<file path="src/rtl/core/acmc_pkg.sv">
// Shared types and constants for the alarm clock menu controller.
`timescale 1ns / 1ps
`default_nettype none

package acmc_pkg;

  typedef enum logic [1:0] {
    CMD_SECOND = 2'd0,
    CMD_PWM    = 2'd1,
    CMD_LOOP   = 2'd2,
    CMD_NONE   = 2'd3
  } cmd_e;

  typedef enum logic [3:0] {
    MENU_NORMAL      = 4'd0,
    MENU_CLK_HOURS   = 4'd1,
    MENU_CLK_MINUTES = 4'd2,
    MENU_CLK_SECONDS = 4'd3,
    MENU_ASK_ALARM   = 4'd4,
    MENU_WAKE_HOURS  = 4'd5,
    MENU_WAKE_MINS   = 4'd6,
    MENU_WAKE_SECS   = 4'd7,
    MENU_ASK_TEMP    = 4'd8,
    MENU_TEMP_LEVEL  = 4'd9,
    MENU_ASK_LIGHT   = 4'd10,
    MENU_LIGHT_LEVEL = 4'd11,
    MENU_ENABLE      = 4'd12
  } menu_e;

  typedef enum logic [1:0] {
    CAUSE_NONE  = 2'd0,
    CAUSE_TIME  = 2'd1,
    CAUSE_TEMP  = 2'd2,
    CAUSE_LIGHT = 2'd3
  } cause_e;

  typedef enum logic [2:0] {
    REG_SAMPLE_PERIOD = 3'd0,
    REG_TEMP_LOW      = 3'd1,
    REG_TEMP_HIGH     = 3'd2,
    REG_LIGHT_LOW     = 3'd3,
    REG_LIGHT_HIGH    = 3'd4
  } reg_e;

  localparam int unsigned CfgIdxW  = 3;
  localparam int unsigned CfgDataW = 8;

  localparam logic [4:0] HoursMax   = 5'd23;
  localparam logic [5:0] MinSecMax  = 6'd59;
  localparam logic [9:0] DutyStep   = 10'd20;
  localparam logic [9:0] DutyPeriod = 10'd500;

  localparam logic [7:0] SamplePeriodRst = 8'd1;
  localparam logic [7:0] TempLowRst      = 8'd0;
  localparam logic [7:0] TempHighRst     = 8'd50;
  localparam logic [7:0] LightLowRst     = 8'd0;
  localparam logic [7:0] LightHighRst    = 8'd7;

endpackage

`default_nettype wire

</file>
<file path="src/rtl/core/alarm_clock_menu_controller_core.sv">
// Top level of the alarm clock menu controller: clock, sensor alarms and settings menu.
//
// An event request enters on the in_ channel (command, button levels, sensor
// samples) and is taken at a clock edge with in_valid_i high and in_stall_o low.
// Each event produces exactly one result request on the out_ channel carrying
// the full state after that event. The request is held in an input register,
// then its state update is computed and loaded into the state registers, which
// double as the result register.
// Throughput is one event per cycle while out_stall_i is low; the only
// recurrence is the update of the state registers.
// When the receiver raises out_stall_i the result stays on the outputs, the
// pending input register holds its request and in_stall_o rises once that
// register is full. Configuration writes through cfg_we_i take effect at once
// and are meant for when no request is in flight.
// Reset clears the clock, alarm time, thresholds, menu and LED duty to zero,
// sets the sample period to one second and restores the default limits.
`timescale 1ns / 1ps
`default_nettype none

module alarm_clock_menu_controller_core (
  input  wire logic                      clk_i,
  input  wire logic                      rst_ni,
  input  wire logic                      cfg_we_i,
  input  wire logic [acmc_pkg::CfgIdxW-1:0]  cfg_index_i,
  input  wire logic [acmc_pkg::CfgDataW-1:0] cfg_data_i,
  input  wire logic                      in_valid_i,
  output logic                           in_stall_o,
  input  wire logic [1:0]                command_i,
  input  wire logic                      button_one_i,
  input  wire logic                      button_two_i,
  input  wire logic [7:0]                temperature_i,
  input  wire logic [7:0]                light_i,
  output logic                           out_valid_o,
  input  wire logic                      out_stall_i,
  output logic [3:0]                     menu_state_o,
  output logic [1:0]                     alarm_cause_o,
  output logic [4:0]                     clock_hours_o,
  output logic [5:0]                     clock_minutes_o,
  output logic [5:0]                     clock_seconds_o,
  output logic                           alarm_enabled_o,
  output logic [4:0]                     alarm_hours_o,
  output logic [5:0]                     alarm_minutes_o,
  output logic [5:0]                     alarm_seconds_o,
  output logic [7:0]                     temp_threshold_o,
  output logic [7:0]                     light_threshold_o,
  output logic [8:0]                     led_duty_o
);
  import acmc_pkg::*;

  logic [7:0] sample_period_q, temp_low_q, temp_high_q, light_low_q, light_high_q;

  logic       s1_valid_q;
  cmd_e       cmd_q;
  logic       b1_q, b2_q;
  logic [7:0] temp_q, light_q;

  logic       out_valid_q;
  logic       out_ready;
  logic       s1_fire;
  logic       in_fire;

  menu_e      menu_q, menu_d;
  cause_e     cause_q, cause_d, cause_chk;
  logic [4:0] hours_q, hours_d;
  logic [5:0] minutes_q, minutes_d;
  logic [5:0] seconds_q, seconds_d;
  logic [7:0] phase_q, phase_d;
  logic       enable_q, enable_d;
  logic [4:0] wake_hours_q, wake_hours_d;
  logic [5:0] wake_minutes_q, wake_minutes_d;
  logic [5:0] wake_seconds_q, wake_seconds_d;
  logic [7:0] temp_level_q, temp_level_d;
  logic [7:0] light_level_q, light_level_d;
  logic [8:0] duty_q, duty_d;

  logic       sampling;
  logic [8:0] phase_inc;
  logic [9:0] duty_sum;

  assign out_ready  = !out_valid_q || !out_stall_i;
  assign s1_fire    = s1_valid_q && out_ready;
  assign in_stall_o = s1_valid_q && !out_ready;
  assign in_fire    = in_valid_i && !in_stall_o;

  always_ff @(posedge clk_i or negedge rst_ni) begin
    if (!rst_ni) begin
      sample_period_q <= SamplePeriodRst;
      temp_low_q      <= TempLowRst;
      temp_high_q     <= TempHighRst;
      light_low_q     <= LightLowRst;
      light_high_q    <= LightHighRst;
    end else if (cfg_we_i) begin
      unique case (cfg_index_i)
        REG_SAMPLE_PERIOD: sample_period_q <= cfg_data_i;
        REG_TEMP_LOW:      temp_low_q      <= cfg_data_i;
        REG_TEMP_HIGH:     temp_high_q     <= cfg_data_i;
        REG_LIGHT_LOW:     light_low_q     <= cfg_data_i;
        REG_LIGHT_HIGH:    light_high_q    <= cfg_data_i;
        default: ;
      endcase
    end
  end

  always_ff @(posedge clk_i or negedge rst_ni) begin
    if (!rst_ni) begin
      s1_valid_q <= 1'b0;
    end else if (in_fire) begin
      s1_valid_q <= 1'b1;
    end else if (s1_fire) begin
      s1_valid_q <= 1'b0;
    end
  end

  always_ff @(posedge clk_i) begin
    if (in_fire) begin
      cmd_q   <= cmd_e'(command_i);
      b1_q    <= button_one_i;
      b2_q    <= button_two_i;
      temp_q  <= temperature_i;
      light_q <= light_i;
    end
  end

  // Sensor check runs before the menu step on a loop pass.
  assign sampling = (sample_period_q != 8'd0) && (phase_q == 8'd0) && enable_q &&
                    (cause_q == CAUSE_NONE);

  always_comb begin
    cause_chk = cause_q;
    if (cmd_q == CMD_LOOP && sampling) begin
      priority if (temp_q > temp_level_q) begin
        cause_chk = CAUSE_TEMP;
      end else if (light_q < light_level_q) begin
        cause_chk = CAUSE_LIGHT;
      end else if (hours_q == wake_hours_q && minutes_q == wake_minutes_q &&
                   seconds_q == wake_seconds_q) begin
        cause_chk = CAUSE_TIME;
      end
    end
  end

  // Next menu position.
  always_comb begin
    menu_d = menu_q;
    if (cmd_q == CMD_LOOP) begin
      unique case (menu_q)
        MENU_NORMAL:      if (b1_q && cause_chk == CAUSE_NONE) menu_d = MENU_CLK_HOURS;
        MENU_CLK_HOURS:   if (!b2_q && b1_q) menu_d = MENU_CLK_MINUTES;
        MENU_CLK_MINUTES: if (!b2_q && b1_q) menu_d = MENU_CLK_SECONDS;
        MENU_CLK_SECONDS: if (!b2_q && b1_q) menu_d = MENU_ASK_ALARM;
        MENU_ASK_ALARM: begin
          if (b2_q) menu_d = MENU_WAKE_HOURS;
          else if (b1_q) menu_d = MENU_ASK_TEMP;
        end
        MENU_WAKE_HOURS:  if (!b2_q && b1_q) menu_d = MENU_WAKE_MINS;
        MENU_WAKE_MINS:   if (!b2_q && b1_q) menu_d = MENU_WAKE_SECS;
        MENU_WAKE_SECS:   if (!b2_q && b1_q) menu_d = MENU_ASK_TEMP;
        MENU_ASK_TEMP: begin
          if (b2_q) menu_d = MENU_TEMP_LEVEL;
          else if (b1_q) menu_d = MENU_ASK_LIGHT;
        end
        MENU_TEMP_LEVEL:  if (!b2_q && b1_q) menu_d = MENU_ASK_LIGHT;
        MENU_ASK_LIGHT: begin
          if (b2_q) menu_d = MENU_LIGHT_LEVEL;
          else if (b1_q) menu_d = MENU_ENABLE;
        end
        MENU_LIGHT_LEVEL: if (!b2_q && b1_q) menu_d = MENU_ENABLE;
        MENU_ENABLE:      if (!b2_q && b1_q) menu_d = MENU_NORMAL;
        default:          menu_d = MENU_NORMAL;
      endcase
    end
  end

  // Datapath updates driven by the command and the menu position.
  always_comb begin
    cause_d        = cause_q;
    hours_d        = hours_q;
    minutes_d      = minutes_q;
    seconds_d      = seconds_q;
    phase_d        = phase_q;
    enable_d       = enable_q;
    wake_hours_d   = wake_hours_q;
    wake_minutes_d = wake_minutes_q;
    wake_seconds_d = wake_seconds_q;
    temp_level_d   = temp_level_q;
    light_level_d  = light_level_q;
    duty_d         = duty_q;
    phase_inc      = {1'b0, phase_q} + 9'd1;
    duty_sum       = {1'b0, duty_q} + DutyStep;

    unique case (cmd_q)
      CMD_SECOND: begin
        if (seconds_q >= MinSecMax) begin
          seconds_d = 6'd0;
          if (minutes_q >= MinSecMax) begin
            minutes_d = 6'd0;
            hours_d   = (hours_q >= HoursMax) ? 5'd0 : hours_q + 5'd1;
          end else begin
            minutes_d = minutes_q + 6'd1;
          end
        end else begin
          seconds_d = seconds_q + 6'd1;
        end
        if (sample_period_q == 8'd0 || phase_inc >= {1'b0, sample_period_q}) begin
          phase_d = 8'd0;
        end else begin
          phase_d = phase_inc[7:0];
        end
      end
      CMD_PWM: begin
        if (cause_q != CAUSE_NONE) begin
          duty_d = (duty_sum >= DutyPeriod) ? 9'(duty_sum - DutyPeriod) : duty_sum[8:0];
        end
      end
      CMD_LOOP: begin
        cause_d = cause_chk;
        // In normal mode the mode button clears a latched alarm whatever the change button does.
        if (b1_q && menu_q == MENU_NORMAL && cause_chk != CAUSE_NONE) begin
          cause_d = CAUSE_NONE;
        end
        if (b2_q) begin
          unique case (menu_q)
            MENU_CLK_HOURS:
              hours_d = (hours_q >= HoursMax) ? 5'd0 : hours_q + 5'd1;
            MENU_CLK_MINUTES:
              minutes_d = (minutes_q >= MinSecMax) ? 6'd0 : minutes_q + 6'd1;
            MENU_CLK_SECONDS:
              seconds_d = (seconds_q >= MinSecMax) ? 6'd0 : seconds_q + 6'd1;
            MENU_WAKE_HOURS:
              wake_hours_d = (wake_hours_q >= HoursMax) ? 5'd0 : wake_hours_q + 5'd1;
            MENU_WAKE_MINS:
              wake_minutes_d = (wake_minutes_q >= MinSecMax) ? 6'd0 : wake_minutes_q + 6'd1;
            MENU_WAKE_SECS:
              wake_seconds_d = (wake_seconds_q >= MinSecMax) ? 6'd0 : wake_seconds_q + 6'd1;
            MENU_TEMP_LEVEL:
              temp_level_d = (temp_level_q == temp_high_q) ? temp_low_q : temp_level_q + 8'd1;
            MENU_LIGHT_LEVEL:
              light_level_d = (light_level_q == light_high_q) ? light_low_q
                                                              : light_level_q + 8'd1;
            MENU_ENABLE:
              enable_d = !enable_q;
            default: ;
          endcase
        end
      end
      default: ;
    endcase
  end

  always_ff @(posedge clk_i or negedge rst_ni) begin
    if (!rst_ni) begin
      out_valid_q    <= 1'b0;
      menu_q         <= MENU_NORMAL;
      cause_q        <= CAUSE_NONE;
      hours_q        <= 5'd0;
      minutes_q      <= 6'd0;
      seconds_q      <= 6'd0;
      phase_q        <= 8'd0;
      enable_q       <= 1'b0;
      wake_hours_q   <= 5'd0;
      wake_minutes_q <= 6'd0;
      wake_seconds_q <= 6'd0;
      temp_level_q   <= TempLowRst;
      light_level_q  <= LightLowRst;
      duty_q         <= 9'd0;
    end else begin
      if (s1_fire) begin
        out_valid_q    <= 1'b1;
        menu_q         <= menu_d;
        cause_q        <= cause_d;
        hours_q        <= hours_d;
        minutes_q      <= minutes_d;
        seconds_q      <= seconds_d;
        phase_q        <= phase_d;
        enable_q       <= enable_d;
        wake_hours_q   <= wake_hours_d;
        wake_minutes_q <= wake_minutes_d;
        wake_seconds_q <= wake_seconds_d;
        temp_level_q   <= temp_level_d;
        light_level_q  <= light_level_d;
        duty_q         <= duty_d;
      end else if (out_ready) begin
        out_valid_q <= 1'b0;
      end
    end
  end

  assign out_valid_o       = out_valid_q;
  assign menu_state_o      = menu_q;
  assign alarm_cause_o     = cause_q;
  assign clock_hours_o     = hours_q;
  assign clock_minutes_o   = minutes_q;
  assign clock_seconds_o   = seconds_q;
  assign alarm_enabled_o   = enable_q;
  assign alarm_hours_o     = wake_hours_q;
  assign alarm_minutes_o   = wake_minutes_q;
  assign alarm_seconds_o   = wake_seconds_q;
  assign temp_threshold_o  = temp_level_q;
  assign light_threshold_o = light_level_q;
  assign led_duty_o        = duty_q;

  a_clock_range: assert property (@(posedge clk_i) disable iff (!rst_ni)
    hours_q <= HoursMax && minutes_q <= MinSecMax && seconds_q <= MinSecMax)
    else $error("clock counter out of range");

  a_duty_range: assert property (@(posedge clk_i) disable iff (!rst_ni)
    {1'b0, duty_q} < DutyPeriod)
    else $error("LED duty out of range");

  a_state_hold: assert property (@(posedge clk_i) disable iff (!rst_ni)
    !s1_fire |=> $stable(hours_q) && $stable(minutes_q) && $stable(seconds_q) &&
                 $stable(cause_q) && $stable(duty_q))
    else $error("state changed without a request");

  a_stall_full: assert property (@(posedge clk_i) disable iff (!rst_ni)
    in_stall_o |-> s1_valid_q && out_valid_q)
    else $error("input stalled with a free pipeline");

  a_result_loaded: assert property (@(posedge clk_i) disable iff (!rst_ni)
    s1_fire |=> out_valid_q)
    else $error("request lost between stages");

endmodule

`default_nettype wire

</file>
<file path="config.mk">
export PLATFORM = sky130hd
export DESIGN_NAME = alarm_clock_menu_controller_core
export DESIGN_NICKNAME = d
export VERILOG_FILES = /design/src/rtl/core/acmc_pkg.sv /design/src/rtl/core/alarm_clock_menu_controller_core.sv
export SDC_FILE = /design/constraint.sdc
export NUM_CORES = 1
export LEC_CHECK = 0
export BUFFER_PORTS_ARGS = -buffer_cell sky130_fd_sc_hd__buf_2
export CORE_UTILIZATION = 30
export DETAILED_ROUTE_END_ITERATION = 10
export GPL_TIMING_DRIVEN = 0
export HOLD_SLACK_MARGIN = 0.12
export PLACE_DENSITY_LB_ADDON = 0.08
export SLEW_MARGIN = 30
export SYNTH_ARGS = -nofsm -noshare
export SYNTH_HDL_FRONTEND = slang
export SYNTH_SLANG_ARGS = --single-unit
</file>
<file path="constraint.sdc">
create_clock -name clk_i -period 5.5 [get_ports clk_i]
set_input_delay 0.55 -clock clk_i [delete_from_list [all_inputs] [get_ports clk_i]]
set_output_delay 0.55 -clock clk_i [all_outputs]
set_load 0.01 [all_outputs]
</file>
# Word level (Yosys, flattened, before mapping)
# Index checks and enable logic that the tools add are counted.
# totals
reg_bits,136
input_bits,36
# op_classes
addsub,11
order_cmp,10
n_eq_ne,42
n_mux,48
n_reduce_logical,52
# ops
operator,count
4-bit 2-to-1 mux,16
6-bit 2-to-1 mux,9
4-bit one-hot mux with 13 select lines,1
5-bit 2-to-1 mux,6
4-bit AND reduction,7
2-bit != test (second input constant),13
6-bit by 1-bit adder with 6-bit output (second input constant),4
6-bit >= comparator (second input constant),4
8-bit 2-to-1 mux,3
6-bit one-hot mux with 2 select lines,2
4-bit equality test (second input constant),5
8-bit by 1-bit adder with 8-bit output (second input constant),2
4-bit by 3-bit equality test with 1-bit output (second input constant),4
8-bit equality test,2
8-bit logical NOT,2
15-bit AND reduction,1
2-bit AND reduction,7
1-bit logical AND,13
6-bit equality test,2
5-bit by 1-bit adder with 5-bit output (second input constant),2
9-bit by 5-bit adder with 10-bit output (second input constant),1
10-bit by 9-bit >= comparator with 1-bit output (second input constant),1
5-bit >= comparator (second input constant),2
2-bit 2-to-1 mux,5
other kinds (28),49

# Logic depth before layout (Yosys ltp)
# Gate-level depths: netlist of the first run.
# depth
depth_word,11
depth_mapped,11
mapped_depth_nobuf,10

# Worst setup path before layout of the first run
# No wires, ideal clock.
# synth_timing
path_type,register to register
from,register phase_q[0]
to,register phase_q[2]
setup_time_ns,0.064
t_arrival_ns,2.140
slack_ns,3.296
path_stages_with_launch,12
path_buffers,1
synth_period_minus_slack_ns,2.204
path_cell_list,dfrtp_1 ha_1 nand3_1 nor2_1 xor2_1 ha_1 nor2b_1 o21ai_0 o211ai_1 buf_2 nor3b_1 a21o_1
# synth_via
elab_chain_len,4
# synth_rtl
element,line,text
"start, declared",alarm_clock_menu_controller_core.sv:67,"logic [7:0] phase_q, phase_d;"
"start signal, assigned",alarm_clock_menu_controller_core.sv:274,phase_q <= phase_d;
8-bit by 1-bit adder with 9-bit output *,alarm_clock_menu_controller_core.sv:188,"phase_inc = {1'b0, phase_q} + 9'd1;"
9-bit by 8-bit >= comparator with 1-bit output,alarm_clock_menu_controller_core.sv:204,"if (sample_period_q == 8'd0 || phase_inc >= {1'b0, sample_period_q}) begin"
1-bit logical OR,alarm_clock_menu_controller_core.sv:204,
8-bit 2-to-1 mux *,alarm_clock_menu_controller_core.sv:204,
# Every way passes the cells marked *; elsewhere a longest branch is shown, timed or not.
# A chain may end at the register's enable or synchronous reset.

# Final worst setup path of the first run
# layout_timing
from,register light_level_q[2] (netlist: light_threshold_o[2])
to,register menu_q[2] (netlist: menu_state_o[2])
# layout_via
elab_chain_len,8
# layout_rtl
element,line,text
"start, declared",alarm_clock_menu_controller_core.sv:73,"logic [7:0] light_level_q, light_level_d;"
"start signal, assigned",alarm_clock_menu_controller_core.sv:264,light_level_q <= LightLowRst;
"start signal, assigned",alarm_clock_menu_controller_core.sv:280,light_level_q <= light_level_d;
8-bit < comparator,alarm_clock_menu_controller_core.sv:133,end else if (light_q < light_level_q) begin
2-bit 2-to-1 mux,alarm_clock_menu_controller_core.sv:133,
2-bit 2-to-1 mux,alarm_clock_menu_controller_core.sv:131,priority if (temp_q > temp_level_q) begin
2-bit 2-to-1 mux,alarm_clock_menu_controller_core.sv:130,if (cmd_q == CMD_LOOP && sampling) begin
2-bit logical NOT,alarm_clock_menu_controller_core.sv:147,MENU_NORMAL: if (b1_q && cause_chk == CAUSE_NONE) menu_d = MENU_CLK_HOURS;
1-bit logical AND,alarm_clock_menu_controller_core.sv:147,
2-bit != test (no source line),-,
15-bit AND reduction (no source line),-,
"end signal, assigned",alarm_clock_menu_controller_core.sv:269,menu_q <= menu_d;
"end, declared",alarm_clock_menu_controller_core.sv:62,"menu_e menu_q, menu_d;"
# Every way passes these cells.

==> reports/metrics.yaml, run 1 <==
status:
  outcome: "finished clean"
timing:
  fmax_mhz: 381
  finalCriticalPeriod_ns: 2.62
  period_share: 0.477
  finalSetupTns_ns: 0
  slew_viol_final: 0
  worstMarginPinSlew_ns: 0.726
  finalSetupViolCount: 0
  rsz0062_at_grt: "false"
  skew_ns: 0.0105
  hold_violations: 0
  fin_ws_ns: 2.88
  slew_headroom: 0.512
route:
  initialDrtViolationCount: 344
  vias: 5982
  drc: 0
  wl_per_cell_um: 16.2
  vias_per_cell: 4.90
  first_pass_iters: 4
  drt_wl_total_um: 19800
  ant_nets: 0
critical_path:
  path_buf_inv: 2
  critPathMaxFanout: 8
  worst_setup_path_start_kind: "register"
  path_cells: "clkbuf_1 -> inv_1 -> ha_1 -> a2111oi_0 -> o31ai_1 -> o22ai_1 -> o21bai_1 -> a31oi_1 -> mux2i_1"
  worstSetupEndpointType: "register"
  path_delay_family: "compound AO/OA/AOI/OAI gates"
  crit_type: "reg2reg"
  crit_path_top_delay_cell: "a2111oi_0"
  arrival_ns: 2.95
  cp.required_ns: 5.83
  max_stage_delay_ns: 0.43
yosys:
  ys_seq_area_frac: 0.461
  synth_edf_count: 20
  yosysWarnings: 0
  synth_seq_cells: 134
  avgSynthCellArea_sq_um: 9.88
  synth_top_cell_by_area: "dfrtp_1"
  synth.most_common_cell: "dfrtp_1"
  synth_cell_type_count: 70
  syn_inst: 760
  netlist.area_leader.share: 0.357
  yosys_most_used_dff: "dfrtp_1"
  synth.area.top_cells: "dfrtp_1 36%, edfxtp_1 8.0%, ha_1 5.8%, mux2_2 5.4%, o21ai_0 4.1%"
  syn_area_sq_um: 7510
  async_flop_share: 0.851
  synth_commonest_cells: "107 x dfrtp_1, 62 x o21ai_0, 58 x nand2_1"
clock_tree:
  insertion_delay_ns: 0.42
  htreeDepth: 4
  cts_setup_buffers: 0
  cts_resized: 0
  cts.sinks: 134
  cts_hold_buf: 1
  clk_pin_slew_ns: 0.07
  numCtsBuffers: 17
  cts-root-buf: "clkbuf_16"
  cts_buffer_depth: 2
  cts_tree: "built"
hold_path:
  hold_path.class: "in2reg"
global_routing:
  grt_max_degree: 74
  grt.total_usage: 0.161
  grt_pass1_wl_um: 32100
  antenna_found_initial: 1
  first_global_vias: 5793
  grt_overflow_total: 0
placed_design:
  port_buffers: 101
  pre_cts_ws_ns: 2.86
  hpwl_um: 14700
  place_congestion: 0.775
  dpl.cell_count: 1187
finish:
  nets: 954
  seq_area_sq_um: 3460
  n_antenna_cell: 0
  fillers: 2520
  layout.cells.non_filler: 1220
  syn2layout_area_growth_pct: 20.8
  multi_input_area_sq_um: 3730
  drive_gt1_frac: 0.231
floorplanning:
  dieWidth_um: 160
  die-area_sq_um: 25700
  die_y_um: 160
  num_rows: 57
  design.core.area_sq_um: 24500
  start_util: 0.307
  ioPinCount: 104
power:
  power_density_nw_per_um2: 384
  ir_worst_vdd_v: 0.000179
  static-leakage-power_nw: 3.98
run:
  cap_violations: 0
[routing by layer]
layer  up-vias  wire, um  global-route usage
met5         -        13                   0
met4         2       226              0.0429
met3        14       727              0.0384
met2        89      9370               0.257
met1      2894      9460               0.217
li1       2983         -                   -
[power by group]
group / switching [mW] / internal, mW / leakage (nW)
sequential: 0.215 / 1.19 / 1.63
combinational: 0.512 / 0.423 / 2.07
clock: 0.480 / 0.660 / 0.278
total: 1.21 / 2.28 / 3.98
[worst reg2reg max path: stages, from the launching register on]
cell and delay [ns]:
dfrtp_1 0.34, clkbuf_1 0.31, inv_1 0.09, ha_1 0.22, a2111oi_0 0.44, o31ai_1 0.23
o22ai_1 0.24, o21bai_1 0.11, a31oi_1 0.31, mux2i_1 0.25
[sequential cells by signal, summed over array words and instances, names as in the netlist, 6 cells and up]
signal,flops
temp_low_q,8
led_duty_o,7
light_low_q,8
alarm_minutes_o,6
temp_high_q,8
light_q,8
temp_threshold_o,8
light_threshold_o,8
light_high_q,8
sample_period_q,8
clock_seconds_o,6
temp_q,8
phase_q,8
clock_minutes_o,6
alarm_seconds_o,6
[cells in the final DEF (no fill, tap or decap), types with 7 or more instances in the layout]
cell / count
buf_2: 109
dfrtp_1: 107
o21ai_0: 62
nand2_1: 58
nor2_1: 40
inv_1: 38
a21oi_1: 38
mux2_2: 36
ha_1: 35
nand3_1: 29
xnor2_1: 26
nor3_1: 21
clkbuf_1: 20
edfxtp_1: 20
xor2_1: 19
clkbuf_16: 18
and3_1: 16
o21ai_1: 16
nand4_1: 14
nor2b_1: 13
a21o_1: 13
nand2b_1: 11
nor4_1: 10
a31oi_1: 10
o31ai_1: 7
dfstp_2: 7
[cells by family after synthesis]
group	after synthesis	synth area share
multiplexers	39	0.0580
flip-flops	134	0.461
adder cells (fa/ha/maj)	36	0.0597
AND/OR/NAND/NOR	244	0.173
XOR/XNOR	45	0.0525
other	1	0.000500
AO/OA/AOI/OAI	187	0.153
buffers and inverters	74	0.0430
[cell type report]
| cell class | count | area share |
|---|---|---|
| plain buffers | 36 | 0.0199 |
| inverters | 38 | 0.0157 |
| clock buffers | 18 | 0.0497 |
| clock inverters | 14 | 0.0153 |
| well taps | 324 | 0.0447 |
| repair buffers | 103 | 0.0610 |
| multi-input cells | 553 | 0.412 |
| flip-flops and latches | 134 | 0.382 |
[stage by stage]
| step | power (mW) | hold WS (ns) | util | instance area, sq um |
|---|---|---|---|---|
| 3_3_place_gp | 2.38 | 0.490 | 0.344 | 8420 |
| 3_5_place_dp | 2.38 | 0.467 | 0.346 | 8460 |
| 4_1_cts | 3.54 | 0.284 | 0.370 | 9060 |
| 5_1_grt | 3.73 | 0.280 | 0.371 | 9070 |
| 6_report | 3.48 | 0.306 | 0.371 | 9070 |
| 2_1_floorplan | 2.03 | 0.254 | - | 7510 |
[path summary, 6_finish.rpt]
check	startpoint	endpoint	slack, ns	depth (start not counted)
worst max-delay path	light_threshold_o[2]	menu_state_o[2]	2.88	9
worst min-delay path	light_i[2]	light_q[2]	0.31	1
worst max register to register	light_threshold_o[2]	menu_state_o[2]	2.88	9
worst min register to register	temp_low_q[0]	temp_low_q[0]	0.50	1
max in group asynchronous	rst_ni	clock_minutes_o[1]	4.17	3
min in group asynchronous	rst_ni	light_high_q[3]	0.60	2
No activity file was read; power rests on OpenSTA's default activity.
==> run 2, diff against run 1 <==
==> constraint.sdc (replaced) <==
create_clock -name clk_i -period 2.2 [get_ports clk_i]
set_input_delay 0.22 -clock clk_i [delete_from_list [all_inputs] [get_ports clk_i]]
set_output_delay 0.22 -clock clk_i [all_outputs]
set_load 0.01 [all_outputs]
==> run 2 against run 1 <==
The flow now finishes with violations (setup timing). Largest power group unchanged. Critical endpoint is now phase_q[6]. Die area stayed put. Routed wire length rose by 6.1%. Fmax up 12%. Register-to-register slack lost 3.0 ns. Largest cell class unchanged. Global-route usage rose by 0.69 points. Final cell count up 4.0%. Critical path type unchanged. Sequential share of layout area shrank 2.4 points. Hold slack worse by 0.16 ns.
==> reports/metrics.yaml, run 2 (synthesis results as in run 1) <==
timing:
  finalCriticalPeriod_ns: 2.34  # was 2.62 ns
  skew_ns: 0.00989  # was 0.0105 ns
  period_share: 1.07  # was 0.477
  fin_ws_ns: -0.145  # was 2.88 ns
  slew_viol_final: 0  # unchanged
  timing.hold.ws_ns: 0.145  # was 0.306 ns
  rsz0062_at_grt: "true"  # was false
  fmax_mhz: 426  # was 381 MHz
  worstMarginPinSlew_ns: 0.655  # was 0.726 ns
  slew_headroom: 0.561  # was 0.512
  finalSetupViolCount: 7  # was 0
  hold_violations: 0  # unchanged
finish:
  layout_common_cells: "107 x buf_2, 92 x dfrtp_1, 58 x nand2_1, 57 x o21ai_0, 38 x nor2_1"  # was 109 x buf_2, 107 x dfrtp_1, 62 x o21ai_0, 58 x nand2_1, 40 x nor2_1
  nets: 1003  # was 954
  seq_area_sq_um: 3480  # was 3460 sq um
  fillers: 2472  # was 2,520
  final_common_cell: "buf_2"  # unchanged
  n_antenna_cell: 0  # unchanged
  multi_input_area_sq_um: 3940  # was 3730 sq um
  syn2layout_area_growth_pct: 29.6  # was 20.8%
  fin_util: 0.398  # was 0.371
  drive_gt1_frac: 0.299  # was 0.231
hold_path:
  hold_path.class: "in2reg"  # unchanged
power:
  static-leakage-power_nw: 4.24  # was 3.98 nW
  ir_worst_vdd_v: 0.000454  # was 0.000179 V
  seqPwrFrac: 0.401  # was 0.404
  p_total_mw: 8.88  # was 3.48 mW
  netSwitchingFraction: 0.351  # was 0.347
  pwr-share-comb: 0.286  # was 0.268
  p_sw_mw: 3.12  # was 1.21 mW
  power_density_nw_per_um2: 913  # was 384 nW/um^2
  intPower_mw: 5.76  # was 2.28 mW
  power_frac_clock: 0.312  # was 0.327
critical_path:
  worst_setup_path_start_kind: "register"  # unchanged
  cp.required_ns: 2.50  # was 5.83 ns
  worstSetupEndpointType: "register"  # unchanged
  critPathMaxFanout: 5  # was 8
  arrival_ns: 2.65  # was 2.95 ns
  crit_type: "reg2reg"  # unchanged
route:
  vias_per_cell: 4.92  # was 4.90
  first_pass_iters: 4  # unchanged
  wl_per_cell_um: 16.6  # was 16.2 um
  vias: 6239  # was 5,982
  drt_wl_total_um: 21000  # was 19,800 um
  drc: 0  # unchanged
  initialDrtViolationCount: 276  # was 344
  ant_nets: 0  # unchanged
global_routing:
  grt_pass1_wl_um: 33800  # was 32,100 um
  grt_max_degree: 73  # was 74
  grt_overflow_total: 0  # unchanged
  antenna_found_initial: 0  # was 1
  first_global_vias: 6046  # was 5,793
  grt.total_usage: 0.168  # was 0.161
clock_tree:
  cts_buffer_depth: 2  # unchanged
  cts.sinks: 134  # unchanged
  cts-root-buf: "clkbuf_16"  # unchanged
  numCtsBuffers: 17  # unchanged
  clk_pin_slew_ns: 0.06  # was 0.07 ns
  insertion_delay_ns: 0.42  # about the same
  cts_tree: "built"  # unchanged
  htreeDepth: 4  # unchanged
placed_design:
  port_buffers: 101  # unchanged
  place_congestion: 0.781  # was 0.775
  hpwl_um: 14900  # was 14,700 um
status:
  outcome: "complete, but fails checks"  # was finished clean
  failed_checks: "setup timing"
floorplanning:
  die-area_sq_um: 25700  # unchanged
  dieWidth_um: 160  # unchanged
  die_y_um: 160  # unchanged
  ioPinCount: 104  # unchanged
  design.core.area_sq_um: 24500  # unchanged
  start_util: 0.307  # unchanged
  num_rows: 57  # unchanged
run:
  cap_violations: 0  # unchanged
## run 2: cell types whose count changed in the layout (fill, tap and decap cells not counted), sizes merged
cell         before  now
buf             118  147
clkbuf           38   32
dlygate4sd3       1   26
inv              44   45
clkinv            3    5
clkinvlp          4    2
## run 2: final timing paths
check	startpoint	to	slack, ns	depth (start not counted)
min	cfg_data_i[3]	sample_period_q[3]	0.15	3
max	phase_q[1]	phase_q[6]	-0.14	10
min reg2reg	temp_low_q[0]	temp_low_q[0]	0.51	1
max reg2reg	phase_q[1]	phase_q[6]	-0.14	10
min in group asynchronous	rst_ni	light_low_q[2]	0.29	2
max in group asynchronous	rst_ni	temp_high_q[5]	1.19	3
## run 2: metal layers
layer	up-vias	global-route usage	wire length [um]
met5	-	0	0
met4	0	0.0749	630
met3	33	0.0312	743
met2	129	0.264	9690
met1	2982	0.224	9950
li1	3095	-	-
## run 2: repair_timing
item,CTS,global route
setup buffers,9,20
endpoints found under the setup margin,33,45
hold endpoints to repair,77,0
pin swaps,5,16
gates cloned,1,0
hold buffers,26,0
resized for setup,27,42
## run 2: cell type report
cell class	instances	share of cell area
Sequential cell	134	0.358
Clock inverter	15	0.0145
Multi-Input combinational cell	553	0.405
Inverter	38	0.0147
Clock buffer	17	0.0437
Timing Repair Buffer	158	0.105
Buffer	30	0.0176
Tap cell	324	0.0417
## run 2: power by group through the flow
stage	registers (mW)	clock network, mW	logic (mW)
finish	3.56	2.78	2.54
global route	3.66	2.98	2.86
CTS	3.53	2.86	2.51
detailed placement	3.58	0	2.37
global placement	3.58	0	2.37
floorplan	3.53	0	1.56
## run 2: metrics by stage
stage | setup WS (ns) | TNS (ns) | cell area, sq um | instances
final | -0.145 | -0.703 | 9730 | 1269
after global routing | -0.215 | -1.51 | 9730 | 1269
after CTS | -0.137 | -0.695 | 9460 | 1253
after detailed placement | -0.438 | -4.10 | 8460 | 1187
after global placement | -0.805 | -89.61 | 8420 | 1186
after floorplan | 0.00147 | 0 | 7510 | 761
## run 2: critical path: stages (launching register included)
cell,delay [ns]
dfrtp_2,0.44
and3_4,0.19
and3_4,0.18
and3_4,0.18
xor2_2,0.14
ha_1,0.30
nand4_1,0.08
o211ai_1,0.26
buf_4,0.21
o21ai_2,0.05
a21o_1,0.19
==> run 3, diff against run 2 <==
--- a/config.mk
+++ b/config.mk
@@ -5,6 +5,8 @@
 export SDC_FILE = /design/constraint.sdc
 export NUM_CORES = 1
 export LEC_CHECK = 0
+export ABC_AREA = 1
+export ABC_CLOCK_PERIOD_IN_PS = 2200
 export BUFFER_PORTS_ARGS = -buffer_cell sky130_fd_sc_hd__buf_2
 export CORE_UTILIZATION = 30
 export DETAILED_ROUTE_END_ITERATION = 10
==> run 3 against run 2 <==
The flow still finishes with violations (setup timing). Routed wire length shrank 6.3%. Critical path depth stayed put. Via count increased by 2.9%. Sequential power fell by 4%. First-iteration DRC count grew 33%. Non-clock buffer count decreased by 23.
==> reports/metrics.yaml, run 3 <==
status:
  outcome: "complete, but fails checks"  # unchanged
  failed_checks: "setup timing"  # unchanged
floorplanning:
  dieWidth_um: 159  # was 160 um
  num_rows: 57  # unchanged
  start_util: 0.305  # was 0.307
  ioPinCount: 104  # unchanged
  die_y_um: 159  # was 160 um
  design.core.area_sq_um: 24200  # was 24,500 sq um
  die-area_sq_um: 25300  # was 25,700 sq um
route:
  ant_nets: 0  # unchanged
  vias_per_cell: 4.53  # was 4.92
  wl_per_cell_um: 13.9  # was 16.6 um
  drc: 0  # unchanged
  vias: 6423  # was 6,239
  first_pass_iters: 5  # was 4
  drt_wl_total_um: 19700  # was 21,000 um
  initialDrtViolationCount: 366  # was 276
power:
  static-leakage-power_nw: 4.74  # was 4.24 nW
  power_density_nw_per_um2: 888  # was 913 nW/um^2
  ir_worst_vdd_v: 0.000433  # was 0.000454 V
global_routing:
  grt.total_usage: 0.160  # was 0.168
  antenna_found_initial: 0  # unchanged
  first_global_vias: 6164  # was 6,046
  grt_pass1_wl_um: 31900  # was 33,800 um
  grt_max_degree: 78  # was 73
  grt_overflow_total: 0  # unchanged
hold_path:
  hold_path.class: "in2reg"  # unchanged
  hp-start: "cfg_data_i[3]"  # unchanged
clock_tree:
  htreeDepth: 4  # unchanged
  cts-root-buf: "clkbuf_16"  # unchanged
  cts_tree: "built"  # unchanged
  insertion_delay_ns: 0.42  # about the same
  clk_pin_slew_ns: 0.06  # about the same
  numCtsBuffers: 17  # unchanged
  cts.sinks: 134  # unchanged
  cts_buffer_depth: 2  # unchanged
timing:
  worstMarginPinSlew_ns: 0.853  # was 0.655 ns
  fmax_mhz: 453  # was 426 MHz
  finalSetupViolCount: 1  # was 7
  slew_headroom: 0.426  # was 0.561
  finalSetupTns_ns: -0.00949  # was -0.703 ns
  fin_ws_ns: -0.00949  # was -0.145 ns
  skew_ns: 0.00876  # was 0.00989 ns
  slew_viol_final: 0  # unchanged
  period_share: 1.00  # was 1.07
  hold_violations: 0  # unchanged
  finalCriticalPeriod_ns: 2.21  # was 2.34 ns
  rsz0062_at_grt: "true"  # unchanged
  timing.hold.ws_ns: 0.145  # about the same
finish:
  drive_gt1_frac: 0.224  # was 0.299
  syn2layout_area_growth_pct: 29.9  # was 29.6%
  postLayoutCellArea_sq_um: 9620  # was 9730 sq um
  fillers: 2541  # was 2,472
  final_common_cell: "nand2_1"  # was buf_2
  n_antenna_cell: 0  # unchanged
  layout_common_cells: "204 x nand2_1, 118 x inv_1, 104 x buf_2, 96 x dfrtp_1, 86 x o21ai_0"  # was 107 x buf_2, 92 x dfrtp_1, 58 x nand2_1, 57 x o21ai_0, 38 x nor2_1
  nets: 1153  # was 1,003
placed_design:
  place_congestion: 0.838  # was 0.781
  pre_cts_ws_ns: -0.385  # was -0.438 ns
  hpwl_um: 14300  # was 14,900 um
  placed_cell_area_sq_um: 8360  # was 8460 sq um
  port_buffers: 101  # unchanged
yosys:
  synth.most_common_cell: "nand2_1"  # was dfrtp_1
  netlist.area_leader.share: 0.362  # was 0.357
  ys_seq_area_frac: 0.467  # was 0.461
  async_flop_share: 0.851  # unchanged
  synth_top_cell_by_area: "dfrtp_1"  # unchanged
  synth_edf_count: 20  # unchanged
  syn_inst: 911  # was 760
  yosys_most_used_dff: "dfrtp_1"  # unchanged
  yosysWarnings: 0  # unchanged
  syn_area_sq_um: 7410  # was 7510 sq um
  synth_cell_type_count: 43  # was 70
  synth_seq_cells: 134  # unchanged
  avgSynthCellArea_sq_um: 8.13  # was 9.88 sq um
  synth.area.top_cells: "dfrtp_1 36%, nand2_1 11%, edfxtp_1 8.1%, inv_1 6.4%, o21ai_0 6.4%"  # was dfrtp_1 36%, edfxtp_1 8.0%, ha_1 5.8%, mux2_2 5.4%, o21ai_0 4.1%
  synth_commonest_cells: "210 x nand2_1, 127 x inv_1, 107 x dfrtp_1"  # was 107 x dfrtp_1, 62 x o21ai_0, 58 x nand2_1
critical_path:
  cp.required_ns: 2.54  # was 2.50 ns
  crit_type: "reg2reg"  # unchanged
  crit_start: "phase_q[1]"  # unchanged
  cp_common_cell: "ha_4"  # was and3_4
  max_stage_delay_ns: 0.42  # was 0.44 ns
  path_cells: "ha_4 -> nand3_4 -> nor3_4 -> xor2_1 -> inv_1 -> ha_4 -> a21o_1 -> o21ai_4 -> nand3_1 -> o21ai_1"  # was and3_4 -> and3_4 -> and3_4 -> xor2_2 -> ha_1 -> nand4_1 -> o211ai_1 -> buf_4 -> o21ai_2 -> a21o_1
  arrival_ns: 2.54  # was 2.65 ns
  worstReg2RegStart: "phase_q[1]"  # unchanged
  worst_setup_path_start_kind: "register"  # unchanged
  critPathMaxFanout: 8  # was 5
  crit_path_top_delay_cell: "dfrtp_1"  # was dfrtp_2
  worstSetupEndpointType: "register"  # unchanged
run:
  cap_violations: 0  # unchanged
## run 3: cell types whose count changed after synthesis, moves of 15 or more
cell / change
inv_1: +89
nand2_1: +152
nor2_1: +37
o21ai_1: -15
xor2_1: +16
o21ai_0: +32
mux2_2: -36
xnor2_1: -21
nand3_1: +27
and3_1: -16
## run 3: routing by layer
| metal | GRT usage | wire, um | up-vias |
|---|---|---|---|
| li1 | - | - | 3332 |
| met5 | 0 | 0 | - |
| met1 | 0.221 | 9920 | 2972 |
| met3 | 0.0255 | 548 | 19 |
| met2 | 0.255 | 8990 | 100 |
| met4 | 0.0485 | 241 | 0 |
## run 3: final cells by class
cell class                 instances  area, sq um  area share
multi-input combinational        630         3590       0.373
inverter                         134          504      0.0524
tap                              324          405      0.0422
buffer                            13         61.3     0.00638
timing repair buffer             152          976       0.101
sequential                       134         3480       0.361
clock buffer                      19          464      0.0483
clock inverter                    13          144      0.0150
## run 3: worst max-delay path, delay by kind of cell (launching register included)
| family | cells | cell delay, ns |
|---|---|---|
| DFF | 1 | 0.42 |
| xor gates and xnor gates | 1 | 0.17 |
| adders and majority gates | 2 | 0.42 |
| buffers and inverters | 1 | 0.10 |
| AOI/OAI and AO/OA | 3 | 0.65 |
| and+or+nand+nor | 3 | 0.36 |
## run 3: power breakdown
group	internal, mW	switching, mW	total, mW
logic	0.899	1.31	2.21
registers	2.95	0.453	3.40
clock network	1.78	1.15	2.93
total	5.63	2.92	8.54
## run 3: stage by stage
step                utilization  instances  power [mW]
floorplan                     -        912        4.63
global placement          0.343       1337        5.37
detailed placement        0.345       1338        5.37
CTS                       0.385       1401        8.49
global route              0.397       1419        9.13
finish                    0.397       1419        8.54
## run 3: cells by family (layout without fill, tap and decap cells)
family	after synthesis	in the layout	share of synthesized area
AOI/OAI and AO/OA	148	148	0.110
xor gates and xnor gates	40	40	0.0473
adders and majority gates	35	35	0.0591
buffers and inverters	148	331	0.0769
DFF	134	134	0.467
other	1	2	0.000506
and+or+nand+nor	405	405	0.239
## run 3: path summary, 6_finish.rpt
check | end | cells past startpoint | slack (ns)
worst max register to register | phase_q[7] | 10 | -0.009
worst min-delay path | light_high_q[3] | 3 | 0.14
min in group asynchronous | temp_threshold_o[2] | 2 | 0.27
max in group asynchronous | phase_q[0] | 3 | 1.18
worst min register to register | out_valid_o | 2 | 0.48
worst max-delay path | phase_q[7] | 10 | -0.009
## run 3: what timing repair did
action                     in CTS  in global routing
hold endpoints to repair      129                  0
setup buffers                   9                 18
setup endpoints to repair      12                 22
pin swaps                       7                 15
resized for setup              24                 42
hold buffers                   23                  0
cloned                          0                  0
